`src/sv/ahg_pkg.sv`:
```
// ----------------------------------------------------------------------------
// ahg_pkg
// Shared widths, register indexes and types of the auto-scaling history graph.
// ----------------------------------------------------------------------------
`default_nettype none

package ahg_pkg;

  // Field widths
  localparam int unsigned SAMPLE_W = 16;
  localparam int unsigned BH_W     = 8;
  localparam int unsigned POS_W    = 6;
  localparam int unsigned PROD_W   = SAMPLE_W + BH_W;   // value * full height
  localparam int unsigned NUM_W    = PROD_W + 1;        // 2*v*bh + max
  localparam int unsigned DIV_W    = SAMPLE_W + 1;      // 2*max

  // Configuration register indexes (word address)
  localparam int unsigned       REG_IDX_W      = 2;
  localparam logic [REG_IDX_W-1:0] REG_FULL_HEIGHT = 2'd0;
  localparam logic [REG_IDX_W-1:0] REG_FLOOR_MAX   = 2'd1;
  localparam logic [REG_IDX_W-1:0] REG_SCALE_EN    = 2'd2;

  // Reset values of the configuration registers
  localparam logic [BH_W-1:0]     FULL_HEIGHT_RST = 8'd14;
  localparam logic [SAMPLE_W-1:0] FLOOR_MAX_RST   = 16'd100;

  // Request into the height scaler
  typedef struct packed {
    logic [SAMPLE_W-1:0] value;
    logic [BH_W-1:0]     full_height;
    logic [SAMPLE_W-1:0] divisor;     // never zero
  } scale_req_t;

endpackage : ahg_pkg

`default_nettype wire

```
`src/sv/autoscale_history_graph.sv`:
```
// ----------------------------------------------------------------------------
// autoscale_history_graph
// One graph series: circular sample history with running-maximum scaling.
// ----------------------------------------------------------------------------
// A single-height transaction goes from accept through S_GO, S_SCL and S_OUT
// into the output register. Rescale: each slot in turn passes RAM read, load,
// scaler start, scaler wait and output; a rescan on peak loss first reads every
// slot (S_SCAN_RD, S_SCAN_CMP). One transaction at a time; the next is taken
// once the last result enters the output register; result stalls hold S_OUT.
// Reset clears history valid bits, pointers, control and config regs at once.
// ----------------------------------------------------------------------------
`default_nettype none

module autoscale_history_graph
  import ahg_pkg::*;
#(
  parameter int unsigned SIZE = 64
) (
  input  wire logic                       clk_i,
  input  wire logic                       rst_ni,
  // Sample channel
  input  wire logic                       in_valid_i,
  output      logic                       in_ready_o,
  input  wire logic signed [SAMPLE_W-1:0] sample_i,
  // Result channel
  output      logic                       out_valid_o,
  input  wire logic                       out_ready_i,
  output      logic [POS_W-1:0]           position_o,
  output      logic [BH_W-1:0]            bar_height_o,
  output      logic [SAMPLE_W-1:0]        full_scale_o,
  output      logic                       last_o,
  // Configuration port
  input  wire logic                       psel,
  input  wire logic                       penable,
  input  wire logic                       pwrite,
  input  wire logic [3:0]                 paddr,
  input  wire logic [31:0]                pwdata,
  output      logic [31:0]                prdata,
  output      logic                       pready
);

  localparam int unsigned AW = $clog2(SIZE);
  localparam logic [AW-1:0] LAST_SLOT = AW'(SIZE - 1);

  localparam logic [2:0] S_IDLE     = 3'd0;
  localparam logic [2:0] S_SCAN_RD  = 3'd1;
  localparam logic [2:0] S_SCAN_CMP = 3'd2;
  localparam logic [2:0] S_RD       = 3'd3;
  localparam logic [2:0] S_LD       = 3'd4;
  localparam logic [2:0] S_GO       = 3'd5;
  localparam logic [2:0] S_SCL      = 3'd6;
  localparam logic [2:0] S_OUT      = 3'd7;

  // Configuration registers
  logic [BH_W-1:0]     full_height_q;
  logic [SAMPLE_W-1:0] floor_max_q;
  logic                scale_en_q;

  // Control state
  logic [2:0]          state_q, state_d;
  logic [AW-1:0]       wr_pos_q, wr_pos_d;
  logic [AW-1:0]       peak_pos_q, peak_pos_d;
  logic [SAMPLE_W-1:0] run_max_q, run_max_d;
  logic [AW-1:0]       slot_q, slot_d;
  logic                all_q, all_d;
  logic [AW-1:0]       cand_pos_q, cand_pos_d;
  logic [SAMPLE_W-1:0] cand_val_q, cand_val_d;
  logic [SAMPLE_W-1:0] val_q, val_d;

  // Output register
  logic                out_valid_q;
  logic [AW-1:0]       out_pos_q;
  logic [BH_W-1:0]     out_bar_q;
  logic [SAMPLE_W-1:0] out_fs_q;
  logic                out_last_q;

  logic                in_acc;
  logic                cfg_wr;
  logic [REG_IDX_W-1:0] cfg_idx;
  logic [SAMPLE_W-1:0] smp;
  logic [AW-1:0]       pos_nxt;
  logic [SAMPLE_W-1:0] rd_data;
  logic                out_load;
  logic                slot_last;
  logic                scl_start;
  logic                scl_done;
  logic [BH_W-1:0]     scl_height;
  scale_req_t          scl_req;

  assign in_ready_o = (state_q == S_IDLE);
  assign in_acc     = in_valid_i && in_ready_o;
  assign smp        = sample_i[SAMPLE_W-1] ? '0 : sample_i;
  assign pos_nxt    = (wr_pos_q == LAST_SLOT) ? '0 : (wr_pos_q + 1'b1);
  assign slot_last  = (slot_q == LAST_SLOT);
  assign out_load   = (state_q == S_OUT) && (!out_valid_q || out_ready_i);
  assign scl_start  = (state_q == S_GO);

  // APB access
  assign pready  = 1'b1;
  assign cfg_wr  = psel && penable && pwrite;
  assign cfg_idx = paddr[3:2];

  always_comb begin
    unique case (cfg_idx)
      REG_FULL_HEIGHT: prdata = 32'(full_height_q);
      REG_FLOOR_MAX:   prdata = 32'(floor_max_q);
      REG_SCALE_EN:    prdata = 32'(scale_en_q);
      default:         prdata = '0;
    endcase
  end

  // History RAM
  ahg_hist_mem #(
    .DEPTH (SIZE),
    .AW    (AW)
  ) u_mem (
    .clk_i   (clk_i),
    .rst_ni  (rst_ni),
    .we_i    (in_acc),
    .waddr_i (pos_nxt),
    .wdata_i (smp),
    .raddr_i (slot_q),
    .rdata_o (rd_data)
  );

  // Height scaler
  assign scl_req.value       = val_q;
  assign scl_req.full_height = full_height_q;
  assign scl_req.divisor     = (run_max_q == '0) ? SAMPLE_W'(1) : run_max_q;

  ahg_scaler u_scaler (
    .clk_i    (clk_i),
    .rst_ni   (rst_ni),
    .start_i  (scl_start),
    .req_i    (scl_req),
    .done_o   (scl_done),
    .height_o (scl_height)
  );

  // Sequencer: update, optional rescan, then one or SIZE heights
  always_comb begin
    state_d    = state_q;
    wr_pos_d   = wr_pos_q;
    peak_pos_d = peak_pos_q;
    run_max_d  = run_max_q;
    slot_d     = slot_q;
    all_d      = all_q;
    cand_pos_d = cand_pos_q;
    cand_val_d = cand_val_q;
    val_d      = val_q;
    unique case (state_q)
      S_IDLE: begin
        if (in_acc) begin
          wr_pos_d = pos_nxt;
          val_d    = smp;
          slot_d   = pos_nxt;
          all_d    = 1'b0;
          priority if (!scale_en_q) begin
            state_d = S_GO;
          end else if (smp > run_max_q) begin
            peak_pos_d = pos_nxt;
            run_max_d  = smp;
            all_d      = 1'b1;
            slot_d     = '0;
            state_d    = S_RD;
          end else if ((peak_pos_q == pos_nxt) && (run_max_q > floor_max_q)) begin
            cand_pos_d = pos_nxt;
            cand_val_d = smp;
            all_d      = 1'b1;
            slot_d     = '0;
            state_d    = S_SCAN_RD;
          end else begin
            state_d = S_GO;
          end
        end
      end
      S_SCAN_RD: begin
        state_d = S_SCAN_CMP;
      end
      S_SCAN_CMP: begin
        if (rd_data > cand_val_q) begin
          cand_pos_d = slot_q;
          cand_val_d = rd_data;
        end
        if (slot_last) begin
          peak_pos_d = (rd_data > cand_val_q) ? slot_q : cand_pos_q;
          run_max_d  = (cand_val_d > floor_max_q) ? cand_val_d : floor_max_q;
          slot_d     = '0;
          state_d    = S_RD;
        end else begin
          slot_d  = slot_q + 1'b1;
          state_d = S_SCAN_RD;
        end
      end
      S_RD: begin
        state_d = S_LD;
      end
      S_LD: begin
        val_d   = rd_data;
        state_d = S_GO;
      end
      S_GO: begin
        state_d = S_SCL;
      end
      S_SCL: begin
        if (scl_done) begin
          state_d = S_OUT;
        end
      end
      S_OUT: begin
        if (out_load) begin
          if (!all_q || slot_last) begin
            state_d = S_IDLE;
          end else begin
            slot_d  = slot_q + 1'b1;
            state_d = S_RD;
          end
        end
      end
      default: state_d = S_IDLE;
    endcase
    // Writing floor_max reloads the tracked maximum
    if (cfg_wr && (cfg_idx == REG_FLOOR_MAX)) begin
      run_max_d = pwdata[SAMPLE_W-1:0];
    end
  end

  // Control and configuration registers
  always_ff @(posedge clk_i or negedge rst_ni) begin
    if (!rst_ni) begin
      state_q       <= S_IDLE;
      wr_pos_q      <= '0;
      peak_pos_q    <= '0;
      run_max_q     <= FLOOR_MAX_RST;
      slot_q        <= '0;
      all_q         <= 1'b0;
      full_height_q <= FULL_HEIGHT_RST;
      floor_max_q   <= FLOOR_MAX_RST;
      scale_en_q    <= 1'b0;
      out_valid_q   <= 1'b0;
    end else begin
      state_q    <= state_d;
      wr_pos_q   <= wr_pos_d;
      peak_pos_q <= peak_pos_d;
      run_max_q  <= run_max_d;
      slot_q     <= slot_d;
      all_q      <= all_d;
      if (cfg_wr) begin
        unique case (cfg_idx)
          REG_FULL_HEIGHT: full_height_q <= pwdata[BH_W-1:0];
          REG_FLOOR_MAX:   floor_max_q   <= pwdata[SAMPLE_W-1:0];
          REG_SCALE_EN:    scale_en_q    <= pwdata[0];
          default: ;
        endcase
      end
      if (out_load) begin
        out_valid_q <= 1'b1;
      end else if (out_ready_i) begin
        out_valid_q <= 1'b0;
      end
    end
  end

  // Payload registers
  always_ff @(posedge clk_i) begin
    cand_pos_q <= cand_pos_d;
    cand_val_q <= cand_val_d;
    val_q      <= val_d;
    if (out_load) begin
      out_pos_q  <= slot_q;
      out_bar_q  <= scl_height;
      out_fs_q   <= run_max_q;
      out_last_q <= !all_q || slot_last;
    end
  end

  assign out_valid_o  = out_valid_q;
  assign position_o   = POS_W'(out_pos_q);
  assign bar_height_o = out_bar_q;
  assign full_scale_o = out_fs_q;
  assign last_o       = out_last_q;

endmodule : autoscale_history_graph

`default_nettype wire

```
`src/sv/ahg_hist_mem.sv`:
```
// ----------------------------------------------------------------------------
// ahg_hist_mem
// History store: one-write, one-read synchronous RAM with per-entry valid
// bits. An entry never written since reset reads as zero.
// ----------------------------------------------------------------------------
`default_nettype none

module ahg_hist_mem
  import ahg_pkg::*;
#(
  parameter int unsigned DEPTH = 64,
  parameter int unsigned AW    = 6
) (
  input  wire logic                clk_i,
  input  wire logic                rst_ni,
  input  wire logic                we_i,
  input  wire logic [AW-1:0]       waddr_i,
  input  wire logic [SAMPLE_W-1:0] wdata_i,
  input  wire logic [AW-1:0]       raddr_i,
  output      logic [SAMPLE_W-1:0] rdata_o
);

  logic [SAMPLE_W-1:0] mem [DEPTH];
  logic [DEPTH-1:0]    vld_q;
  logic [SAMPLE_W-1:0] rdata_q;
  logic                rvld_q;

  // Storage array, no reset
  always_ff @(posedge clk_i) begin
    if (we_i) begin
      mem[waddr_i] <= wdata_i;
    end
    rdata_q <= mem[raddr_i];
  end

  // Valid bits stand in for clearing the array
  always_ff @(posedge clk_i or negedge rst_ni) begin
    if (!rst_ni) begin
      vld_q  <= '0;
      rvld_q <= 1'b0;
    end else begin
      if (we_i) begin
        vld_q[waddr_i] <= 1'b1;
      end
      rvld_q <= vld_q[raddr_i];
    end
  end

  assign rdata_o = rvld_q ? rdata_q : '0;

endmodule : ahg_hist_mem

`default_nettype wire

```
`src/sv/ahg_scaler.sv`:
```
// ----------------------------------------------------------------------------
// ahg_scaler
// Bar height unit: round(v*bh/max) = floor((2*v*bh + max) / (2*max)),
// saturated at bh. Steps: multiply (SC_MUL), add/compare (SC_PRE), then a
// radix-4 restoring divider (SC_DIV).
// ----------------------------------------------------------------------------
`default_nettype none

module ahg_scaler
  import ahg_pkg::*;
(
  input  wire logic            clk_i,
  input  wire logic            rst_ni,
  input  wire logic            start_i,
  input  wire scale_req_t      req_i,
  output      logic            done_o,
  output      logic [BH_W-1:0] height_o
);

  localparam logic [1:0] SC_IDLE = 2'd0;
  localparam logic [1:0] SC_MUL  = 2'd1;
  localparam logic [1:0] SC_PRE  = 2'd2;
  localparam logic [1:0] SC_DIV  = 2'd3;

  logic [1:0]          state_q, state_d;
  logic [1:0]          k_q, k_d;
  logic                done_q, done_d;
  scale_req_t          req_q;
  logic [PROD_W-1:0]   prod_q;
  logic [NUM_W-1:0]    rem_q, rem_d;
  logic [BH_W-1:0]     quo_q, quo_d;
  logic                sat_q, sat_d;
  logic [BH_W-1:0]     height_q, height_d;

  logic [DIV_W-1:0]    dv2;
  logic [NUM_W-1:0]    num;
  logic [NUM_W-1:0]    t_hi, t_lo, r_mid;
  logic [2:0]          b_hi, b_lo;

  assign dv2 = {req_q.divisor, 1'b0};
  assign num = {prod_q, 1'b0} + NUM_W'(req_q.divisor);

  // Two restoring steps per cycle
  assign b_hi  = {k_q, 1'b1};
  assign b_lo  = {k_q, 1'b0};
  assign t_hi  = NUM_W'(dv2) << b_hi;
  assign r_mid = (rem_q >= t_hi) ? (rem_q - t_hi) : rem_q;
  assign t_lo  = NUM_W'(dv2) << b_lo;

  // Sequencer
  always_comb begin
    state_d  = state_q;
    k_d      = k_q;
    rem_d    = rem_q;
    quo_d    = quo_q;
    sat_d    = sat_q;
    done_d   = 1'b0;
    height_d = height_q;
    unique case (state_q)
      SC_IDLE: begin
        if (start_i) begin
          state_d = SC_MUL;
        end
      end
      SC_MUL: begin
        state_d = SC_PRE;
      end
      SC_PRE: begin
        rem_d   = num;
        quo_d   = '0;
        sat_d   = num >= {dv2, 8'b0};
        k_d     = 2'd3;
        state_d = SC_DIV;
      end
      SC_DIV: begin
        quo_d[b_hi] = rem_q >= t_hi;
        quo_d[b_lo] = r_mid >= t_lo;
        rem_d       = (r_mid >= t_lo) ? (r_mid - t_lo) : r_mid;
        k_d         = k_q - 2'd1;
        if (k_q == 2'd0) begin
          done_d  = 1'b1;
          state_d = SC_IDLE;
          if (sat_q || (quo_d > req_q.full_height)) begin
            height_d = req_q.full_height;
          end else begin
            height_d = quo_d;
          end
        end
      end
      default: state_d = SC_IDLE;
    endcase
  end

  always_ff @(posedge clk_i or negedge rst_ni) begin
    if (!rst_ni) begin
      state_q <= SC_IDLE;
      done_q  <= 1'b0;
    end else begin
      state_q <= state_d;
      done_q  <= done_d;
    end
  end

  // Datapath registers
  always_ff @(posedge clk_i) begin
    if (start_i && (state_q == SC_IDLE)) begin
      req_q <= req_i;
    end
    prod_q   <= req_q.value * req_q.full_height;
    k_q      <= k_d;
    rem_q    <= rem_d;
    quo_q    <= quo_d;
    sat_q    <= sat_d;
    height_q <= height_d;
  end

  assign done_o   = done_q;
  assign height_o = height_q;

endmodule : ahg_scaler

`default_nettype wire

```
`config.mk`:
```
export PLATFORM = sky130hd
export DESIGN_NAME = autoscale_history_graph
export DESIGN_NICKNAME = d
export VERILOG_FILES = /design/src/sv/ahg_pkg.sv /design/src/sv/autoscale_history_graph.sv /design/src/sv/ahg_hist_mem.sv /design/src/sv/ahg_scaler.sv
export SDC_FILE = /design/constraint.sdc
export NUM_CORES = 2
export LEC_CHECK = 0
export BUFFER_PORTS_ARGS = -buffer_cell sky130_fd_sc_hd__buf_2
export CAP_MARGIN = 5
export CORE_MARGIN = 1.5
export CORE_UTILIZATION = 42
export CTS_BUF_LIST = sky130_fd_sc_hd__clkbuf_16
export DETAILED_ROUTE_END_ITERATION = 6
export GPL_TIMING_DRIVEN = 0
export SLEW_MARGIN = 20
export SYNTH_ARGS = -nofsm -noshare
export SYNTH_HDL_FRONTEND = slang
export SYNTH_SLANG_ARGS = --single-unit
export TNS_END_PERCENT = 30
```
`constraint.sdc`:
```
create_clock -name clk_i -period 9.5 [get_ports clk_i]
set_input_delay 0.95 -clock clk_i [delete_from_list [all_inputs] [get_ports clk_i]]
set_output_delay 0.95 -clock clk_i [all_outputs]
set_load 0.05 [all_outputs]
```
== Word level (Yosys, flattened, before mapping) ==
Memories as Yosys holds them, arrays and structs flattened. A register that Yosys moved wholly into a read port is not among the register bits.
Cells that the tools add are included.

* Word-level logic and storage cells: 201
* Memories kept: 1
* Output and inout port bits: 66
* Register bits after elaboration: 325
* RAM bits: 960

{| class="wikitable"
|+ Memories
! name !! words !! width !! read ports !! clocked after Yosys merged registers in !! wr ports !! RTL line !! text
|-
| u_mem.mem || 64 || 15 || 1 || 1 || 1 || ahg_hist_mem.sv:23 || <nowiki>logic [SAMPLE_W-1:0] mem [DEPTH];</nowiki>
|}

* Shift operators: 2
* $add $sub $neg: 6
* Multiplexer cells: 76
* Bitwise gates (word level): 1
* Multiply operators: 1
* Reduce and logical (&&, ||, !) cells: 38
* Equality and inequality tests: 30
* Magnitude comparators: 15

{| class="wikitable"
|+ Operator list
! cell !! count
|-
| $mux 16 || 14
|-
| $mux 6 || 17
|-
| $pmux 16 s2 || 3
|-
| $ge 25x25->1 || 3
|-
| $or 64x64->64 || 1
|-
| $mux 25 || 2
|-
| $pmux 25 s2 || 1
|-
| $shl 17x3->25 || 2
|-
| $sub 25x25->25 || 2
|-
| $gt 16x16->1 || 3
|-
| $pmux 16 s3 || 1
|-
| $add 25x16->25 || 1
|-
| $mul 16x8->24 || 1
|-
| $pmux 3 s8 || 1
|-
| $pmux 6 s2 || 2
|-
| $mux 3 || 6
|-
| $pmux 6 s3 || 1
|-
| $bwmux 8 || 2
|-
| $gt 15x16->1 || 1
|-
| $logic_not 16->1 || 1
|-
| $pmux 8 s2 || 1
|-
| $mux 15 || 1
|-
| $reduce_and 5->1 || 3
|-
| $lt 6x7->1 const B || 2
|-
| other kinds (35) || 97
|}

== Logic depth before layout (Yosys ltp) ==
* Depth after elaboration: 9
* Depth in mapped cells: 38
* Gate-level depth less buffers: 32

== Cells and area by module ==
Synthesis repeated with hierarchy kept, for this count alone.

* Cells, all modules: 4045
* Area total of the unflattened synthesis: 62502.4 um^2

{| class="wikitable"
|+ By module, submodules not included
! module !! instances !! area each (um^2) !! cells each
|-
| ahg_hist_mem || 1 || 42406.9 || 1955
|-
| ahg_scaler || 1 || 11858.9 || 1281
|-
| autoscale_history_graph || 1 || 8236.6 || 809
|}

== Least setup slack after synthesis ==
Ideal clock, no wire load.

* Path kind: register to register
* Start: reg u_scaler.k_q[1]
* End: reg u_scaler.height_q[4] (netlist: u_scaler.height_o[4]) (data pin)
* Required time: 9.240 ns
* Stages on the path, launching flop included: 34
* Library setup time: 0.260 ns
* Clock period less this slack: 7.091 ns
* Setup slack: 2.409 ns
* Arrival: 6.831 ns
* Cell sequence: edfxtp_1 clkbuf_1 clkbuf_1 inv_1 nor2_1 a22oi_1 ha_1 buf_6 a21o_1 a31o_1 nand2_1 nand3_1 a21oi_2 clkbuf_1 clkbuf_1 nand2_1 o31ai_1 ha_1 a21o_1 a21oi_1 nand3_1 and2_1 a21o_1 a21boi_0 and3_1 buf_6 buf_6 a21oi_1 ha_1 nand4_1 or2_2 a21oi_1 clkbuf_1 mux2_2

* Word-level cells in the longest chain between the ends: 9
* Elaborated cells between the ends (all ways): 21
* Those cells by class: add/sub (1); order compare (7); shift (2); mux (8); reduce/logical (3)

{| class="wikitable"
|+ RTL lines
! what !! RTL line !! text
|-
| start: declaration || ahg_scaler.sv:26 || <nowiki>logic [1:0] k_q, k_d;</nowiki>
|-
| start signal: assignment || ahg_scaler.sv:110 || <nowiki>k_q <= k_d;</nowiki>
|-
| parallel branches: the longest is 5 deep, another holds $sub 25x25->25 || n/a ||
|-
| $bwmux 8 * || ahg_scaler.sv:77 || <nowiki>quo_d[b_lo] = r_mid >= t_lo;</nowiki>
|-
| $gt 8x8->1 || ahg_scaler.sv:83 || <nowiki>if (sat_q || (quo_d > req_q.full_height)) begin</nowiki>
|-
| $logic_or 1x1->1 || ahg_scaler.sv:83 ||
|-
| $mux 8 * || ahg_scaler.sv:83 ||
|-
| end signal: assignment || ahg_scaler.sv:114 || <nowiki>height_q <= height_d;</nowiki>
|-
| end: declaration || ahg_scaler.sv:33 || <nowiki>logic [BH_W-1:0] height_q, height_d;</nowiki>
|}

Mark *: on every way between the ends.
A chain may end at the register's enable or synchronous reset.

== Worst setup path in the final report ==
Ends and elaborated chain as after synthesis.

==> run_summary.xml <==
<?xml version="1.0" encoding="UTF-8"?>
<metrics>
  <group name="outcome">
    <metric name="outcome" unit="">finished clean</metric>
  </group>
  <group name="critical_path">
    <metric name="startpoint" unit="">u_scaler.k_q[1]</metric>
    <metric name="setup.worst_path.class" unit="">register to register</metric>
    <metric name="worst_setup_path_end_kind" unit="">register</metric>
    <metric name="worst_ep_required_time" unit="ps">10010</metric>
    <metric name="ff_to_ff_setup_slack" unit="ps">720</metric>
    <metric name="timing.rr.start" unit="">u_scaler.k_q[1]</metric>
    <metric name="critPathMaxStageDelay" unit="ps">410</metric>
    <metric name="critPathMostFrequentCell" unit="">a21oi_1</metric>
    <metric name="endpoint_of_the_worst_slack_reg_to_reg_timing_path" unit="">u_scaler.height_o[4]</metric>
    <metric name="cell_count_of_the_worst_reg_to_reg_path" unit="">31</metric>
    <metric name="path_max_fanout" unit="">10</metric>
    <metric name="slowest_stage" unit="">edfxtp_1</metric>
    <metric name="endpoint" unit="">u_scaler.height_o[4]</metric>
    <metric name="startpoint_type" unit="">register</metric>
    <metric name="crit_arrival" unit="ps">9280</metric>
  </group>
  <group name="cells_and_area">
    <metric name="final_common_cell" unit="">edfxtp_1</metric>
    <metric name="fill_cells" unit="">12200</metric>
    <metric name="post_layout_instance_area" unit="µm²">69200</metric>
    <metric name="mostFrequentLayoutCells" unit="">edfxtp_1 (1,111), nand2_1 (343), a21oi_1 (249)</metric>
    <metric name="finalNetCount" unit="">4874</metric>
    <metric name="post_route_cells_drive_above_1_share" unit="%">18.2</metric>
    <metric name="area_added_between_synthesis_and_finish" unit="%">15.5</metric>
  </group>
  <group name="global_route">
    <metric name="via_count_of_the_first_global_routing_pass" unit="">36700</metric>
    <metric name="grt_start_max_net_pins" unit="">78</metric>
    <metric name="globalRoute.totalOverflow" unit="">0</metric>
    <metric name="grt_util_all_layers" unit="%">23.3</metric>
    <metric name="grt_antenna_before_repair" unit="">9</metric>
    <metric name="grt_first_pass_wirelength" unit="µm">247000</metric>
  </group>
  <group name="place">
    <metric name="dp_worst_setup_slack" unit="ps">130</metric>
    <metric name="gp_congestion" unit="">0.912</metric>
    <metric name="portBuffers" unit="">89</metric>
    <metric name="placed_cell_area" unit="µm²">64700</metric>
    <metric name="dpl.hpwl" unit="µm">125000</metric>
  </group>
  <group name="timing">
    <metric name="finalCritPeriodShare" unit="%">92.4</metric>
    <metric name="rsz0062_at_grt" unit="">false</metric>
    <metric name="layout_min_cycle_time" unit="ps">8780</metric>
    <metric name="headroom_to_the_max_slew_limit" unit="%">23.8</metric>
    <metric name="max_slew.worst_pin.slew" unit="ps">1130</metric>
    <metric name="max_slew_violations" unit="">0</metric>
    <metric name="timing_hold_violations_final" unit="">0</metric>
    <metric name="setup-violations-final" unit="">0</metric>
    <metric name="fmaxAchievable" unit="GHz">0.114</metric>
    <metric name="finClkSkew" unit="ps">42.8</metric>
    <metric name="setup_slack" unit="ps">723</metric>
  </group>
  <group name="route">
    <metric name="dr_wl_cell" unit="µm">26.0</metric>
    <metric name="drt_first_iter_violations" unit="">3654</metric>
    <metric name="detailedRoute.firstPassIterationCount" unit="">5</metric>
    <metric name="finalWirelength" unit="µm">170000</metric>
    <metric name="num_vias" unit="">37200</metric>
    <metric name="drc" unit="">0</metric>
    <metric name="post_drt_via_cell_ratio" unit="">5.69</metric>
    <metric name="ant_nets" unit="">0</metric>
  </group>
  <group name="pwr">
    <metric name="power_switching" unit="mW">9.14</metric>
    <metric name="seqPwrFrac" unit="%">30.7</metric>
    <metric name="switching_share" unit="%">39.7</metric>
    <metric name="pwr-share-comb" unit="%">46.3</metric>
    <metric name="max-vdd-ir-drop" unit="mV">0.384</metric>
    <metric name="p_clk_share" unit="%">23.0</metric>
    <metric name="internal_power" unit="mW">13.9</metric>
    <metric name="power_density" unit="nW/µm²">333</metric>
    <metric name="leakagePower" unit="nW">25.3</metric>
  </group>
  <group name="die">
    <metric name="floorplan.die.height" unit="µm">381</metric>
    <metric name="starting_utilization_of_the_core_area" unit="%">42.3</metric>
    <metric name="coreArea" unit="µm²">142000</metric>
    <metric name="row_count" unit="">138</metric>
    <metric name="die-area" unit="µm²">145000</metric>
    <metric name="ios" unit="">125</metric>
    <metric name="chipWidth" unit="µm">381</metric>
  </group>
  <group name="clocking">
    <metric name="clk-insertion-delay-late" unit="ps">790</metric>
    <metric name="cts_buffers" unit="">136</metric>
    <metric name="clk_pin_slew_worst_paths" unit="ps">60</metric>
    <metric name="cts.path.max_buffers" unit="">3</metric>
    <metric name="htree_num_levels" unit="">4</metric>
    <metric name="root_buffer" unit="">clkbuf_16</metric>
    <metric name="clock_sink_count" unit="">1282</metric>
    <metric name="cts_post_setup_buffers_inserted" unit="">0</metric>
    <metric name="cts_tree" unit="">yes</metric>
  </group>
  <group name="synthesis">
    <metric name="syn_area" unit="µm²">59900</metric>
    <metric name="async_s_r_ff_share_synth" unit="%">10.3</metric>
    <metric name="ys_seq_area_share" unit="%">62.5</metric>
    <metric name="number_of_synthesized_flops_with_an_enable_pin" unit="">1111</metric>
    <metric name="synth_seq_cells" unit="">1282</metric>
    <metric name="postSynthAreaPerCell" unit="µm²">14.3</metric>
    <metric name="postSynthCellCount" unit="">4201</metric>
    <metric name="synth_top_flop_cell" unit="">edfxtp_1</metric>
    <metric name="synth_cell_type_count" unit="">84</metric>
    <metric name="yosys_warnings" unit="">0</metric>
  </group>
  <group name="flow_run">
    <metric name="max_cap_violations" unit="">0</metric>
  </group>
  <group name="min_path">
    <metric name="holdCritPathClass" unit="">input port to asynchronous set/reset pin</metric>
  </group>
</metrics>
[worst min path at each step]
stage / startpoint / to / depth (start not counted)
after floorplan: u_scaler.height_o[0] / bar_height_o[0] / 0
after global placement: u_scaler.height_o[4] / bar_height_o[4] / 0
after detailed placement: u_scaler.height_o[1] / bar_height_o[1] / 0
after CTS: rst_ni / u_mem.vld_q[51] / 1
after global routing: rst_ni / u_mem.vld_q[59] / 1
final: rst_ni / u_mem.vld_q[59] / 1
[power by group through the flow]
stage / clock network (mW) / logic (mW) / registers (mW)
after floorplan: 0 / 7.32 / 7.09
after global placement: 0 / 10.4 / 7.20
after detailed placement: 0 / 10.6 / 7.18
after CTS: 5.35 / 10.6 / 7.07
after global routing: 5.56 / 11.6 / 7.10
final: 5.29 / 10.7 / 7.07
[registers in the layout, summed over array words and instances, names as in the netlist, 8 cells and up]
| name | count |
|---|---|
| u_mem.mem | 960 |
| u_mem.vld_q | 64 |
| u_scaler.rem_q | 25 |
| u_scaler.prod_q | 24 |
| u_scaler.req_q | 23 |
| cand_val_q | 16 |
| floor_max_q | 16 |
| full_scale_o | 16 |
| run_max_q | 16 |
| u_scaler.dv2 | 16 |
| u_mem.rdata_q | 15 |
| val_q | 15 |
| bar_height_o | 8 |
| full_height_q | 8 |
| u_scaler.height_o | 8 |
| u_scaler.quo_q | 8 |
[logic make-up (layout without fill, tap and decap cells)]
kind of cell | after synthesis | after routing | synth area share (%)
flops | 1282 | 1282 | 62.5
simple gates | 869 | 869 | 6.88
compound gates | 788 | 788 | 8.14
mux | 502 | 502 | 11.7
buf+inv | 395 | 826 | 2.66
fa+ha+maj | 282 | 282 | 6.88
xor+xnor | 81 | 81 | 1.18
other cells | 2 | 20 | 0.0125
[worst max-delay path: cells and delay by family, from the launching register on]
kind                     cells  cell delay (ps)
adder cells (fa/ha/maj)      3              990
buffers and inverters        8             2340
multiplexers                 1              380
flip-flops                   1              410
AND/OR/NAND/NOR              8             1680
AO/OA/AOI/OAI               11             2680
[area by class of cell]
| type | instances | area, µm² | share of cell area, % |
|---|---|---|---|
| well taps | 1890 | 2360 | 3.42 |
| diodes | 3 | 7.51 | 0.0109 |
| inverters | 178 | 672 | 0.971 |
| plain buffers | 217 | 932 | 1.35 |
| repair buffers | 179 | 2060 | 2.98 |
| clock inverters | 108 | 861 | 1.24 |
| multi-input cells | 2539 | 21200 | 30.7 |
| flip-flops and latches | 1282 | 37500 | 54.2 |
| clock buffers | 144 | 3600 | 5.21 |
[per-stage QoR]
stage / power, mW / hold WS, ps / TNS (ps) / instances / util [%]
4_1_cts: 23.0 / 102 / 0 / 6537 / 48.8
6_report: 23.0 / 101 / 0 / 6540 / 48.9
5_1_grt: 24.2 / 122 / 0 / 6537 / 48.8
2_1_floorplan: 14.4 / 400 / 0 / 4216 / -
3_3_place_gp: 17.6 / 402 / -25830 / 6195 / 44.3
3_5_place_dp: 17.7 / 406 / 0 / 6285 / 45.7
[cell usage after synthesis (96+ instances only)]
master,count,area (µm²)
a21oi_1,250,1250
clkbuf_1,151,567
nand2_1,343,1290
nor2_1,168,631
dfrtp_1,123,3080
mux2i_1,231,2310
inv_1,176,661
mux2_2,121,1360
and2_1,96,601
edfxtp_1,1111,33400
ha_1,203,2540
o21ai_0,185,926
mux4_2,145,3270
[layer usage]
metal | vias to the layer above | wire [µm] | global-route usage (%)
met5 | - | 42 | 0
met3 | 278 | 10500 | 3.34
met4 | 6 | 5940 | 8.40
met2 | 1346 | 82700 | 38.8
met1 | 19000 | 70700 | 31.1
li1 | 16600 | - | -
[timing repair]
| item | in CTS | in global routing |
|---|---|---|
| endpoints found under the hold margin | 0 | 0 |
| setup endpoints to repair | 0 | 8 |
| resized for setup | 0 | 10 |
| hold buffers | 0 | 0 |
Note: power is estimated with default switching activity, not from simulation.
